`src/rtl/ppg_window_peak_interval_unit_assert.svh`:
```
// Assertion macros shared by the PPG window peak interval unit.
`ifndef PPG_WINDOW_PEAK_INTERVAL_UNIT_ASSERT_SVH
`define PPG_WINDOW_PEAK_INTERVAL_UNIT_ASSERT_SVH

// Checks a property on every clock edge outside reset.
`define PWPI_ASSERT(lbl, prop, msg) \
  lbl: assert property (@(posedge clk_i) disable iff (!rst_ni) (prop)) else $error(msg);

// Checks that a condition holds in the cycle after a trigger.
`define PWPI_ASSERT_NEXT(lbl, trig, cons, msg) \
  lbl: assert property (@(posedge clk_i) disable iff (!rst_ni) (trig) |=> (cons)) \
    else $error(msg);

`endif

```
`src/rtl/pwpi_pkg.sv`:
```
// Shared types and constants of the PPG window peak interval unit.
package pwpi_pkg;

  localparam int unsigned SampleW = 16;
  localparam int unsigned AccW    = 32;
  localparam int unsigned GainW   = 16;
  localparam int unsigned CountW  = 12;
  localparam int unsigned SlopeW  = 17;
  localparam int unsigned RunW    = 2;
  localparam int unsigned CfgIdxW = 3;
  localparam int unsigned CfgDatW = 16;

  localparam logic [CfgIdxW-1:0] CFG_FILTER_GAIN   = 3'd0;
  localparam logic [CfgIdxW-1:0] CFG_WINDOW_LENGTH = 3'd1;
  localparam logic [CfgIdxW-1:0] CFG_SPIKE_LIMIT   = 3'd2;
  localparam logic [CfgIdxW-1:0] CFG_RISE_NEEDED   = 3'd3;
  localparam logic [CfgIdxW-1:0] CFG_FALL_NEEDED   = 3'd4;

  localparam logic [GainW-1:0]   GainReset   = 16'd5243;
  localparam logic [CountW-1:0]  WindowReset = 12'd500;
  localparam logic [SampleW-1:0] SpikeReset  = 16'd255;
  localparam logic [RunW-1:0]    RunReset    = 2'd3;
  localparam logic [RunW-1:0]    RunMax      = 2'd3;
  localparam logic [CountW-1:0]  PeaksMax    = 12'd4095;

  typedef enum logic [2:0] {
    ST_IDLE,
    ST_MUL,
    ST_UPD,
    ST_DIV,
    ST_EMIT
  } state_e;

  typedef struct packed {
    logic busy;
    logic done;
  } unit_stat_t;

endpackage

```
`src/rtl/pwpi_mul.sv`:
```
// Bit-serial multiplier that scales the filter error by the Q0.16 gain.
module pwpi_mul (
  input  logic                               clk_i,
  input  logic                               rst_ni,
  input  logic                               start_i,
  input  logic [pwpi_pkg::AccW-1:0]          diff_i,
  input  logic [pwpi_pkg::GainW-1:0]         gain_i,
  output logic [pwpi_pkg::AccW-1:0]          step_o,
  output pwpi_pkg::unit_stat_t               stat_o
);

  localparam int unsigned ProdW = pwpi_pkg::AccW + pwpi_pkg::GainW;

  logic [ProdW-1:0]              prod_q, prod_d;
  logic [pwpi_pkg::AccW-1:0]     diff_q;
  logic [pwpi_pkg::GainW-1:0]    gain_q, gain_d;
  logic [4:0]                    cnt_q, cnt_d;
  logic                          busy_q, busy_d;
  logic                          done_q, done_d;

  always_comb begin
    prod_d = prod_q;
    gain_d = gain_q;
    cnt_d  = cnt_q;
    busy_d = busy_q;
    done_d = 1'b0;
    if (start_i) begin
      prod_d = '0;
      gain_d = gain_i;
      cnt_d  = 5'(pwpi_pkg::GainW);
      busy_d = 1'b1;
    end else if (busy_q) begin
      prod_d = {prod_q[ProdW-2:0], 1'b0} +
               (gain_q[pwpi_pkg::GainW-1] ? {{pwpi_pkg::GainW{1'b0}}, diff_q} : '0);
      gain_d = {gain_q[pwpi_pkg::GainW-2:0], 1'b0};
      cnt_d  = cnt_q - 5'd1;
      if (cnt_q == 5'd1) begin
        busy_d = 1'b0;
        done_d = 1'b1;
      end
    end
  end

  always_ff @(posedge clk_i or negedge rst_ni) begin
    if (!rst_ni) begin
      cnt_q  <= '0;
      busy_q <= 1'b0;
      done_q <= 1'b0;
    end else begin
      cnt_q  <= cnt_d;
      busy_q <= busy_d;
      done_q <= done_d;
    end
  end

  always_ff @(posedge clk_i) begin
    prod_q <= prod_d;
    gain_q <= gain_d;
    if (start_i) begin
      diff_q <= diff_i;
    end
  end

  assign step_o      = prod_q[ProdW-1:pwpi_pkg::GainW];
  assign stat_o.busy = busy_q;
  assign stat_o.done = done_q;

endmodule

```
`src/rtl/pwpi_div.sv`:
```
// Restoring divider, one quotient bit per cycle, for the mean peak spacing.
module pwpi_div (
  input  logic                               clk_i,
  input  logic                               rst_ni,
  input  logic                               start_i,
  input  logic [pwpi_pkg::CountW-1:0]        dividend_i,
  input  logic [pwpi_pkg::CountW-1:0]        divisor_i,
  output logic [pwpi_pkg::CountW-1:0]        quotient_o,
  output pwpi_pkg::unit_stat_t               stat_o
);

  localparam int unsigned W = pwpi_pkg::CountW;

  logic [W-1:0] rem_q, rem_d;
  logic [W-1:0] quo_q, quo_d;
  logic [W-1:0] dvs_q;
  logic [W:0]   trial;
  logic         ge;
  logic [3:0]   cnt_q, cnt_d;
  logic         busy_q, busy_d;
  logic         done_q, done_d;

  always_comb begin
    trial  = {rem_q, quo_q[W-1]};
    ge     = trial >= {1'b0, dvs_q};
    rem_d  = rem_q;
    quo_d  = quo_q;
    cnt_d  = cnt_q;
    busy_d = busy_q;
    done_d = 1'b0;
    if (start_i) begin
      rem_d  = '0;
      quo_d  = dividend_i;
      cnt_d  = 4'(W);
      busy_d = 1'b1;
    end else if (busy_q) begin
      rem_d = ge ? W'(trial - {1'b0, dvs_q}) : trial[W-1:0];
      quo_d = {quo_q[W-2:0], ge};
      cnt_d = cnt_q - 4'd1;
      if (cnt_q == 4'd1) begin
        busy_d = 1'b0;
        done_d = 1'b1;
      end
    end
  end

  always_ff @(posedge clk_i or negedge rst_ni) begin
    if (!rst_ni) begin
      cnt_q  <= '0;
      busy_q <= 1'b0;
      done_q <= 1'b0;
    end else begin
      cnt_q  <= cnt_d;
      busy_q <= busy_d;
      done_q <= done_d;
    end
  end

  always_ff @(posedge clk_i) begin
    rem_q <= rem_d;
    quo_q <= quo_d;
    if (start_i) begin
      dvs_q <= divisor_i;
    end
  end

  assign quotient_o  = quo_q;
  assign stat_o.busy = busy_q;
  assign stat_o.done = done_q;

endmodule

```
`src/rtl/ppg_window_peak_interval_unit.sv`:
```
// Top level of the PPG window peak interval unit: filter, slope, peak detector, window result.
//
//   channel | direction | handshake              | payload
//   input   | in        | in_valid_i / in_stall_o | sample_i
//   output  | out       | out_valid_o / out_stall_i | peak_count_o, mean_interval_o,
//           |           |                        | interval_valid_o
//   config  | in        | cfg_valid_i / cfg_ready_o | cfg_index_i, cfg_data_i
//
// A sample is accepted, then passes through the bit-serial gain multiplier, then updates the
// slope and detector. The last sample of a window also passes through the serial divider
// when two or more peaks were found, and then loads the result register.
// The result register frees the input side; only a second result meeting a stalled first
// one waits. Reset clears the configuration to its defaults and starts an empty window.
module ppg_window_peak_interval_unit (
  input  logic                                clk_i,
  input  logic                                rst_ni,
  input  logic                                in_valid_i,
  output logic                                in_stall_o,
  input  logic [pwpi_pkg::SampleW-1:0]        sample_i,
  output logic                                out_valid_o,
  input  logic                                out_stall_i,
  output logic [pwpi_pkg::CountW-1:0]         peak_count_o,
  output logic [pwpi_pkg::CountW-1:0]         mean_interval_o,
  output logic                                interval_valid_o,
  input  logic                                cfg_valid_i,
  output logic                                cfg_ready_o,
  input  logic [pwpi_pkg::CfgIdxW-1:0]        cfg_index_i,
  input  logic [pwpi_pkg::CfgDatW-1:0]        cfg_data_i
);

  localparam int unsigned AW = pwpi_pkg::AccW;
  localparam int unsigned SW = pwpi_pkg::SampleW;
  localparam int unsigned CW = pwpi_pkg::CountW;
  localparam int unsigned LW = pwpi_pkg::SlopeW;
  localparam int unsigned RW = pwpi_pkg::RunW;

  pwpi_pkg::state_e state_q, state_d;

  logic [pwpi_pkg::GainW-1:0] gain_q;
  logic [CW-1:0]              wlen_q;
  logic [SW-1:0]              spike_q;
  logic [RW-1:0]              rise_need_q, fall_need_q;

  logic [AW-1:0]        acc_q;
  logic                 up_q;
  logic [SW-1:0]        prev_smooth_q;
  logic signed [LW-1:0] prev_slope_q;
  logic [RW-1:0]        rise_q, fall_q;
  logic                 armed_q;
  logic [CW-1:0]        idx_q, peaks_q, first_q, last_q;
  logic [CW-1:0]        res_count_q;
  logic                 res_valid_q;

  logic                 out_valid_q;
  logic [CW-1:0]        out_count_q, out_mean_q;
  logic                 out_ivalid_q;

  logic [AW-1:0]        target, err_mag, mul_step;
  logic                 err_up;
  logic                 mul_start, div_start, emit_load, out_free;
  pwpi_pkg::unit_stat_t mul_stat, div_stat;
  logic [CW-1:0]        div_quo;

  logic [SW-1:0]        smooth;
  logic signed [LW-1:0] diff_s, slope;
  logic [LW-1:0]        mag;
  logic                 spike, pos, neg;
  logic [RW-1:0]        rise_goal, fall_goal, rise_inc, fall_inc;
  logic [RW-1:0]        rise_d, fall_d;
  logic                 armed_d;
  logic [CW-1:0]        peaks_d, first_d, last_d, span;
  logic                 win_end, multi;

  assign cfg_ready_o = 1'b1;

  assign target  = {sample_i, {(AW - SW){1'b0}}};
  assign err_up  = target >= acc_q;
  assign err_mag = err_up ? target - acc_q : acc_q - target;

  pwpi_mul u_mul (
    .clk_i   (clk_i),
    .rst_ni  (rst_ni),
    .start_i (mul_start),
    .diff_i  (err_mag),
    .gain_i  (gain_q),
    .step_o  (mul_step),
    .stat_o  (mul_stat)
  );

  always_comb begin
    smooth    = acc_q[AW-1:AW-SW];
    diff_s    = $signed({1'b0, smooth}) - $signed({1'b0, prev_smooth_q});
    mag       = diff_s[LW-1] ? LW'(-diff_s) : diff_s;
    spike     = mag >= {1'b0, spike_q};
    if (idx_q == '0) begin
      slope = '0;
    end else if (spike) begin
      slope = prev_slope_q;
    end else begin
      slope = diff_s;
    end
    pos       = !slope[LW-1] && (slope != '0);
    neg       = slope[LW-1];
    rise_goal = (rise_need_q == '0) ? RW'(1) : rise_need_q;
    fall_goal = (fall_need_q == '0) ? RW'(1) : fall_need_q;
    rise_inc  = (rise_q == pwpi_pkg::RunMax) ? rise_q : rise_q + RW'(1);
    fall_inc  = (fall_q == pwpi_pkg::RunMax) ? fall_q : fall_q + RW'(1);

    rise_d  = rise_q;
    fall_d  = fall_q;
    armed_d = armed_q;
    peaks_d = peaks_q;
    first_d = first_q;
    last_d  = last_q;
    if (pos && !armed_q) begin
      fall_d = '0;
      rise_d = rise_inc;
      if (rise_inc >= rise_goal) begin
        armed_d = 1'b1;
      end
    end else if (neg && armed_q) begin
      rise_d = '0;
      fall_d = fall_inc;
      if (fall_inc >= fall_goal) begin
        if (peaks_q == '0) begin
          first_d = idx_q;
        end
        last_d = idx_q;
        if (peaks_q != pwpi_pkg::PeaksMax) begin
          peaks_d = peaks_q + CW'(1);
        end
        armed_d = 1'b0;
      end
    end else if (neg) begin
      rise_d = '0;
    end

    win_end = ({1'b0, idx_q} + (CW + 1)'(1)) >= {1'b0, wlen_q};
    multi   = peaks_d >= CW'(2);
    span    = (last_d >= first_d) ? last_d - first_d : '0;
  end

  pwpi_div u_div (
    .clk_i      (clk_i),
    .rst_ni     (rst_ni),
    .start_i    (div_start),
    .dividend_i (span),
    .divisor_i  (peaks_d - CW'(1)),
    .quotient_o (div_quo),
    .stat_o     (div_stat)
  );

  assign out_free = !out_valid_q || !out_stall_i;

  always_comb begin
    state_d = state_q;
    case (state_q)
      pwpi_pkg::ST_IDLE: begin
        if (in_valid_i) begin
          state_d = pwpi_pkg::ST_MUL;
        end
      end
      pwpi_pkg::ST_MUL: begin
        if (mul_stat.done) begin
          state_d = pwpi_pkg::ST_UPD;
        end
      end
      pwpi_pkg::ST_UPD: begin
        if (!win_end) begin
          state_d = pwpi_pkg::ST_IDLE;
        end else if (multi) begin
          state_d = pwpi_pkg::ST_DIV;
        end else begin
          state_d = pwpi_pkg::ST_EMIT;
        end
      end
      pwpi_pkg::ST_DIV: begin
        if (div_stat.done) begin
          state_d = pwpi_pkg::ST_EMIT;
        end
      end
      pwpi_pkg::ST_EMIT: begin
        if (out_free) begin
          state_d = pwpi_pkg::ST_IDLE;
        end
      end
      default: state_d = pwpi_pkg::ST_IDLE;
    endcase
  end

  always_comb begin
    in_stall_o = 1'b1;
    mul_start  = 1'b0;
    div_start  = 1'b0;
    emit_load  = 1'b0;
    case (state_q)
      pwpi_pkg::ST_IDLE: begin
        in_stall_o = 1'b0;
        mul_start  = in_valid_i;
      end
      pwpi_pkg::ST_UPD:  div_start = win_end && multi;
      pwpi_pkg::ST_EMIT: emit_load = out_free;
      default: ;
    endcase
  end

  always_ff @(posedge clk_i or negedge rst_ni) begin
    if (!rst_ni) begin
      state_q     <= pwpi_pkg::ST_IDLE;
      gain_q      <= pwpi_pkg::GainReset;
      wlen_q      <= pwpi_pkg::WindowReset;
      spike_q     <= pwpi_pkg::SpikeReset;
      rise_need_q <= pwpi_pkg::RunReset;
      fall_need_q <= pwpi_pkg::RunReset;
      acc_q         <= '0;
      up_q          <= 1'b0;
      prev_smooth_q <= '0;
      prev_slope_q  <= '0;
      rise_q        <= '0;
      fall_q        <= '0;
      armed_q       <= 1'b0;
      idx_q         <= '0;
      peaks_q       <= '0;
      first_q       <= '0;
      last_q        <= '0;
      res_count_q   <= '0;
      res_valid_q   <= 1'b0;
      out_valid_q   <= 1'b0;
    end else begin
      state_q <= state_d;
      if (cfg_valid_i) begin
        case (cfg_index_i)
          pwpi_pkg::CFG_FILTER_GAIN:   gain_q      <= cfg_data_i;
          pwpi_pkg::CFG_WINDOW_LENGTH: wlen_q      <= cfg_data_i[CW-1:0];
          pwpi_pkg::CFG_SPIKE_LIMIT:   spike_q     <= cfg_data_i;
          pwpi_pkg::CFG_RISE_NEEDED:   rise_need_q <= cfg_data_i[RW-1:0];
          pwpi_pkg::CFG_FALL_NEEDED:   fall_need_q <= cfg_data_i[RW-1:0];
          default: ;
        endcase
      end
      if (mul_start) begin
        up_q <= err_up;
      end
      if (state_q == pwpi_pkg::ST_MUL && mul_stat.done) begin
        acc_q <= up_q ? acc_q + mul_step : acc_q - mul_step;
      end
      if (state_q == pwpi_pkg::ST_UPD) begin
        if (win_end) begin
          res_count_q   <= peaks_d;
          res_valid_q   <= multi;
          acc_q         <= '0;
          prev_smooth_q <= '0;
          prev_slope_q  <= '0;
          rise_q        <= '0;
          fall_q        <= '0;
          armed_q       <= 1'b0;
          idx_q         <= '0;
          peaks_q       <= '0;
          first_q       <= '0;
          last_q        <= '0;
        end else begin
          prev_smooth_q <= smooth;
          prev_slope_q  <= slope;
          rise_q        <= rise_d;
          fall_q        <= fall_d;
          armed_q       <= armed_d;
          idx_q         <= idx_q + CW'(1);
          peaks_q       <= peaks_d;
          first_q       <= first_d;
          last_q        <= last_d;
        end
      end
      if (emit_load) begin
        out_valid_q <= 1'b1;
      end else if (!out_stall_i) begin
        out_valid_q <= 1'b0;
      end
    end
  end

  always_ff @(posedge clk_i) begin
    if (emit_load) begin
      out_count_q  <= res_count_q;
      out_mean_q   <= res_valid_q ? div_quo : '0;
      out_ivalid_q <= res_valid_q;
    end
  end

  assign out_valid_o      = out_valid_q;
  assign peak_count_o     = out_count_q;
  assign mean_interval_o  = out_mean_q;
  assign interval_valid_o = out_ivalid_q;

  `include "ppg_window_peak_interval_unit_assert.svh"

  `PWPI_ASSERT(a_units_exclusive, !(mul_stat.busy && div_stat.busy), "multiplier and divider overlap")
  `PWPI_ASSERT_NEXT(a_accept_starts_mul, in_valid_i && !in_stall_o, mul_stat.busy, "accepted sample did not start the multiplier")
  `PWPI_ASSERT(a_peak_order, first_q <= last_q, "first peak index beyond last peak index")
  `PWPI_ASSERT(a_mean_zero, !(out_valid_o && !interval_valid_o) || (mean_interval_o == '0), "mean interval nonzero without two peaks")

endmodule
```
`config.mk`:
```
export PLATFORM = sky130hd
export DESIGN_NAME = ppg_window_peak_interval_unit
export DESIGN_NICKNAME = d
export VERILOG_FILES = /design/src/rtl/pwpi_pkg.sv /design/src/rtl/pwpi_mul.sv /design/src/rtl/pwpi_div.sv /design/src/rtl/ppg_window_peak_interval_unit.sv
export VERILOG_INCLUDE_DIRS = /design/src /design/src/rtl
export SDC_FILE = /design/constraint.sdc
export NUM_CORES = 1
export LEC_CHECK = 0
export CAP_MARGIN = 20
export CORE_MARGIN = 1
export CORE_UTILIZATION = 45
export CTS_BUF_LIST = sky130_fd_sc_hd__clkbuf_4 sky130_fd_sc_hd__clkbuf_8 sky130_fd_sc_hd__clkbuf_16
export DETAILED_ROUTE_END_ITERATION = 10
export DONT_BUFFER_PORTS = 1
export SLEW_MARGIN = 20
export SYNTH_ARGS = -nofsm -noshare
export SYNTH_HDL_FRONTEND = slang
export SYNTH_SLANG_ARGS = --single-unit
export TNS_END_PERCENT = 10
```
`constraint.sdc`:
```
create_clock -name clk_i -period 8.9 [get_ports clk_i]
set_input_delay 0 -clock clk_i [delete_from_list [all_inputs] [get_ports clk_i]]
set_output_delay 0 -clock clk_i [all_outputs]
set_load 0.02 [all_outputs]
```
==> results of run 1 <==
state kept, by name, indices dropped and copies added, names as in the netlist, 16 cells and up:
signal	count
acc_q	32
gain_q	16
prev_slope_q	17
prev_smooth_q	16
spike_q	16
u_mul.diff_q	32
u_mul.gain_q	16
u_mul.prod_q	48
final timing paths:
path                                 start             endpoint  slack [ns]  cells after the start
setup reg to reg                 acc_q[16]  u_div.quotient_o[0]        0.90                     37
hold / removal                      rst_ni       u_div.cnt_q[0]       -0.03                      2
max in group asynchronous           rst_ni           gain_q[12]        7.99                      3
min in group clk_i            sample_i[13]     u_mul.diff_q[30]        0.05                      4
setup / recovery                 acc_q[16]  u_div.quotient_o[0]        0.90                     37
hold reg to reg            res_count_q[11]     peak_count_o[11]        0.46                      0
per-stage QoR:
| step | setup WS [ns] | hold slack, ns |
|---|---|---|
| after detailed placement | 0.568 | -0.287 |
| after CTS | 0.555 | 0.0118 |
| after floorplan | 0.975 | -0.296 |
| final | 0.903 | -0.0347 |
| after global placement | 0.741 | -0.286 |
| after global routing | 0.0703 | 0.0200 |
area by class of cell:
cell class                      instances  area (um^2)  area share
Sequential cell                       354         9080       0.350
Tap cell                              680          851      0.0328
Clock buffer                           55         1200      0.0464
Timing Repair Buffer                   67          654      0.0253
Multi-Input combinational cell       1965        13200       0.510
Clock inverter                         23          287      0.0111
Inverter                              163          612      0.0236
Antenna cell                            1         2.50   0.0000966
logic make-up after synthesis:
family	count (synthesis)	share of synthesized area
other	1	0.000161
DFF	354	0.390
AOI/OAI and AO/OA	641	0.172
muxes	91	0.0410
buffers and inverters	272	0.0449
and+or+nand+nor	855	0.179
xor gates and xnor gates	194	0.0730
adders and majority gates	183	0.100
Yosys cell counts (all sizes together) (8+ instances only):
cell type / count / area share
nand2: 306 / 0.049
o21ai: 189 / 0.041
nor2: 181 / 0.029
a21oi: 178 / 0.039
ha: 177 / 0.095
dfrtp: 171 / 0.18
inv: 162 / 0.026
xnor2: 102 / 0.038
edfxtp: 97 / 0.13
clkbuf: 96 / 0.016
xor2: 92 / 0.035
a21o: 62 / 0.020
dfxtp: 60 / 0.052
and2: 57 / 0.015
nand2b: 57 / 0.015
mux2i: 56 / 0.024
nand3: 48 / 0.011
nor3: 41 / 0.0090
a211oi: 35 / 0.011
mux2: 35 / 0.017
and3: 34 / 0.0092
dfstp: 26 / 0.029
nor2b: 26 / 0.0073
a22o: 24 / 0.0090
o31ai: 21 / 0.0068
nor4: 20 / 0.0063
o21bai: 20 / 0.0064
a31oi: 18 / 0.0051
nand4: 18 / 0.0048
o211ai: 14 / 0.0045
buf: 13 / 0.0031
o22ai: 13 / 0.0035
or2: 12 / 0.0032
or3: 12 / 0.0033
o21a: 10 / 0.0032
and4: 8 / 0.0030
nand3b: 8 / 0.0026
nor3b: 8 / 0.0026
routing by layer:
layer	routed length, um	vias up	global-route usage
met5	0	-	0
met4	1350	0	0.0673
met3	3140	93	0.0376
met2	25900	431	0.348
met1	28100	8976	0.316
li1	-	9132	-
repair_timing:
| item | 4_1_cts | 5_1_grt |
|---|---|---|
| setup endpoints to repair | 0 | 12 |
| resized for setup | 0 | 10 |
| endpoints found under the hold margin | 296 | 0 |
| buffers inserted | 0 | 1 |
| hold buffers | 44 | 0 |
power by group through the flow:
stage / clock (uW) / combinational [uW] / sequential [uW]
after floorplan: 0 / 4510 / 2390
after global routing: 1960 / 6530 / 2600
after CTS: 1900 / 5730 / 2540
after global placement: 0 / 5510 / 2550
after detailed placement: 0 / 5640 / 2570
final: 1850 / 5820 / 2540
==> flow_metrics.tcl, run 1 <==
set metrics [dict create \
    nets 2817 \
    ios 68 \
    crit_path_end_kind "register" \
    worst_path_max_delay_cell "or4b_4" \
    cts_tree "done" \
    synth_cells 2591 \
    numPortBuffers 0 \
    clock_sinks 354 \
    start_util 0.455 \
    std_cell_rows 83 \
    power.density_mw_per_mm2 394 \
    vias 18600 \
    synth.cell_area_mm2 0.0233 \
    grt_max_degree 198 \
    synth_cell_types 93 \
    arrival_ns 8.32 \
    layout-drive-gt1-share 0.0799 \
    dpl_cell_area_mm2 0.0239 \
    vdd_drop_max_uv 188 \
    leakage_uw 0.0115 \
    worst_path_most_repeated_cell "a21oi_1" \
    p_sw_frac 0.440 \
    hold_viol 6 \
    power_switching_uw 4500 \
    syn_nets 2814 \
    path_max_fanout 12 \
    synth-edff-count 97 \
    viasPerCell 5.63 \
    critical_path_required_ns 9.23 \
    syn_area_per_cell_um2 8.99 \
    path_class "register to register" \
    htreeDepth 2 \
    final_common_cell "nand2_1" \
    p_seq_frac 0.249 \
    timing_max_transition_violations_final 0 \
    synthToLayoutAreaGrowth_pct 11.3 \
    power_uw 10200 \
    startpoint_type "register" \
    overflow 0 \
    antenna_found_initial 1 \
    synth-seq-cells 354 \
    max-clock-path-buffers 3 \
    fp.dieArea_mm2 0.0527 \
    core_area_mm2 0.0512 \
    period_share 0.899 \
    rsz0062_at_grt "no" \
    fillerInstances 4684 \
    async_flop_share 0.556 \
    crit_buf_inv 3 \
    cts_made_buffers 43 \
    critPathTopFamily "compound AO/OA/AOI/OAI gates" \
    route.detailed.drc 0 \
    whs_ns -0.0347 \
    dp.cells 3183 \
    status "finished, violations left" \
    slew_headroom 0.309 \
    cts_root_buf "clkbuf_16" \
    final_area_mm2 0.0259 \
    clock_skew_ns 0.0186 \
    yosysSeqAreaShare 0.390 \
    cts.clk_slew.worst_paths_ns 0.06 \
    drt_first_pass_iters 5 \
    period_needed_ns 8.00 \
    internal_power_uw 5710 \
    worst_slew_pin_slew_ns 1.03 \
    synthFlopType "dfrtp_1" \
    groute.usage.overall 0.223 \
    clkLatencyLatePin_ns 0.57 \
    drv_cap 0 \
    hold_class "primary input to asynchronous set/reset pin" \
    setup_viol 0 \
    drt_iter0_markers 1324 \
    comb_power_share 0.570 \
    die_y_um 229 \
    die_w_um 229 \
    layout_common_cells "305 x nand2_1, 183 x o21ai_0, 179 x nor2_1, 177 x ha_1, 176 x a21oi_1" \
    ys_warn_count 0 \
    fin_util 0.506 \
    routedWlPerCell_um 17.7 \
    layout.cells.non_filler 3308 \
    fmax_mhz 125 \
    fin_setup_tns_ns 0 \
    wl_um 58500 \
    violations "negative hold slack" \
    dpl.hpwl_um 41600 \
    slowest_delay_ns 0.63 \
    grt_pass1_wl_um 95500 \
    grt_pass1_vias 18000 \
    gp_congestion 0.936 \
    pwr-share-clk 0.181 \
    antenna_left 0 \
]
Power figures use the tool's default switching activity.
==> run 2, diff against run 1 <==
- ABC_AREA: unset -> 1
- SYNTH_HIERARCHICAL: unset -> 1
==> run 2 against run 1 <==
  * The flow now finishes without violations
  * Critical path type unchanged
  * Non-clock buffer count fell by 12
  * Critical path depth rose by 11
  * Largest cell class unchanged
  * Die area rose by 13%
  * Critical endpoint is now u_div/quotient_o[10]
==> flow_metrics.tcl, run 2 <==
set metrics [dict create \
    period_share 0.865 \
    reg2reg_from "acc_q[16]" \
    fp.dieArea_mm2 0.0594 \
    pwr-share-clk 0.305 \
    groute.usage.overall 0.240 \
    cp-startpoint "acc_q[16]" \
    comb_power_share 0.314 \
    internal_power_uw 3420 \
    max-clock-path-buffers 3 \
    wl_um 71200 \
    reg_top3 "u_mul/prod_q x48, acc_q x32, u_mul/diff_q x32" \
    final_common_cell "nand2_1" \
    rsz0062_at_grt "no" \
    startpoint_type "register" \
    drt_first_pass_iters 6 \
    syn_nets 3960 \
    worst_path_max_delay_cell "fa_1" \
    routedWlPerCell_um 15.8 \
    power_switching_uw 2080 \
    cts_made_buffers 43 \
    arrival_ns 8.15 \
    overflow 0 \
    clock_sinks 354 \
    slowest_delay_ns 0.56 \
    path_class "register to register" \
    fillerInstances 5986 \
    start_util 0.456 \
    antennaDiodeCount 0 \
    gp_congestion 0.919 \
    p_seq_frac 0.381 \
    largest-register "u_mul/prod_q" \
    antenna_left 0 \
    antenna_found_initial 0 \
    final-seq-area_mm2 0.00908 \
    nets 3940 \
    hp-start "sample_i[12]" \
    layout-drive-gt1-share 0.0720 \
    largest_reg_flops 48 \
    crit_path_end_kind "register" \
    timing_max_transition_violations_final 0 \
    grt_pass1_vias 21400 \
    critical_path_required_ns 9.35 \
    power.density_mw_per_mm2 193 \
    numPortBuffers 0 \
    die_y_um 244 \
    std_cell_rows 88 \
    grt_max_degree 198 \
    core_area_mm2 0.0577 \
    path_max_fanout 24 \
    synthToLayoutAreaGrowth_pct 8.56 \
    p_sw_frac 0.378 \
    period_needed_ns 7.70 \
    fin_ws_ns 1.20 \
    whs_ns 0.0370 \
    multi_input_area_mm2 0.0142 \
    layout_common_cells "1072 x nand2_1, 622 x inv_1, 245 x nor2_1, 233 x o21ai_0, 177 x ha_1" \
    fin_util 0.495 \
    synth_cells 3737 \
    setup_viol 0 \
    drt_iter0_markers 1854 \
    leakage_uw 0.0147 \
    drv_cap 0 \
    ios 68 \
    syn_area_per_cell_um2 7.04 \
    grt_pass1_wl_um 115000 \
    die_w_um 244 \
    cts_root_buf "clkbuf_16" \
    fmax_mhz 130 \
    hold_class "primary input to register" \
    post-place-ws_ns 0.623 \
    slew_headroom 0.275 \
    fin_setup_tns_ns 0 \
    synth.cell_area_mm2 0.0263 \
    ys_warn_count 6 \
    dpl.hpwl_um 53800 \
    worst_slew_pin_slew_ns 1.08 \
    hold_viol 0 \
    cts.clk_slew.worst_paths_ns 0.06 \
    clock_skew_ns 0.0241 \
    viasPerCell 5.09 \
    clkLatencyLatePin_ns 0.58 \
    route.detailed.drc 0 \
    cts_tree "done" \
    vias 23000 \
    status "finished clean" \
    worst_path_most_repeated_cell "nand2_1" \
    vdd_drop_max_uv 146 \
    htreeDepth 2 \
]
## run 2: path summary, 6_finish.rpt
path / cells past startpoint / endpoint / slack [ns]
max: 48 / u_div/quotient_o[10] / 1.20
min: 3 / u_mul/diff_q[28] / 0.04
max reg2reg: 48 / u_div/quotient_o[10] / 1.20
min reg2reg: 0 / peak_count_o[1] / 0.45
max in group asynchronous: 4 / wlen_q[9] / 7.36
min in group asynchronous: 3 / u_div/cnt_q[3] / 0.50
## run 2: critical path: cells and delay by family (launching register included)
kind            cells  cell delay, ns
compound gates     12            2.01
xor+xnor            1            0.17
fa+ha+maj           6            1.88
buf+inv             7            0.69
flops               1            0.37
simple gates       22            2.42
## run 2: power by group through the flow
stage          Clock [uW]  Sequential [uW]  Combinational [uW]
2_1_floorplan           0             2000                1400
3_3_place_gp            0             2120                1660
3_5_place_dp            0             2120                1660
4_1_cts              1720             2090                1710
5_1_grt              1780             2120                1960
6_report             1680             2100                1720
## run 2: metal layers
layer,vias to the layer above,GRT usage,share of wire,routed length [um]
met5,-,0,0,0
met4,0,0.0597,0.021,1520
met3,98,0.0437,0.060,4250
met2,526,0.368,0.43,30800
met1,10400,0.347,0.49,34700
li1,11900,-,-,-
## run 2: area by class of cell
type | instances | share of cell area
inverters | 642 | 0.0844
well taps | 765 | 0.0335
multi-input cells | 2621 | 0.498
repair buffers | 55 | 0.0192
flip-flops and latches | 354 | 0.318
clock inverters | 17 | 0.00368
clock buffers | 61 | 0.0429
## run 2: metrics by stage
| stage | total power [uW] | std cells | area, um^2 |
|---|---|---|---|
| 2_1_floorplan | 3400 | 3737 | 26300 |
| 3_3_place_gp | 3780 | 4394 | 26800 |
| 3_5_place_dp | 3780 | 4394 | 26800 |
| 4_1_cts | 5520 | 4510 | 28500 |
| 5_1_grt | 5860 | 4515 | 28500 |
| 6_report | 5500 | 4515 | 28500 |
## run 2: timing repair
| item | 4_1_cts | 5_1_grt |
|---|---|---|
| hold buffers | 38 | 1 |
| buffers inserted | 0 | 2 |
| resized for setup | 0 | 1 |
| endpoints found under the hold margin | 286 | 35 |
| setup endpoints to repair | 0 | 12 |
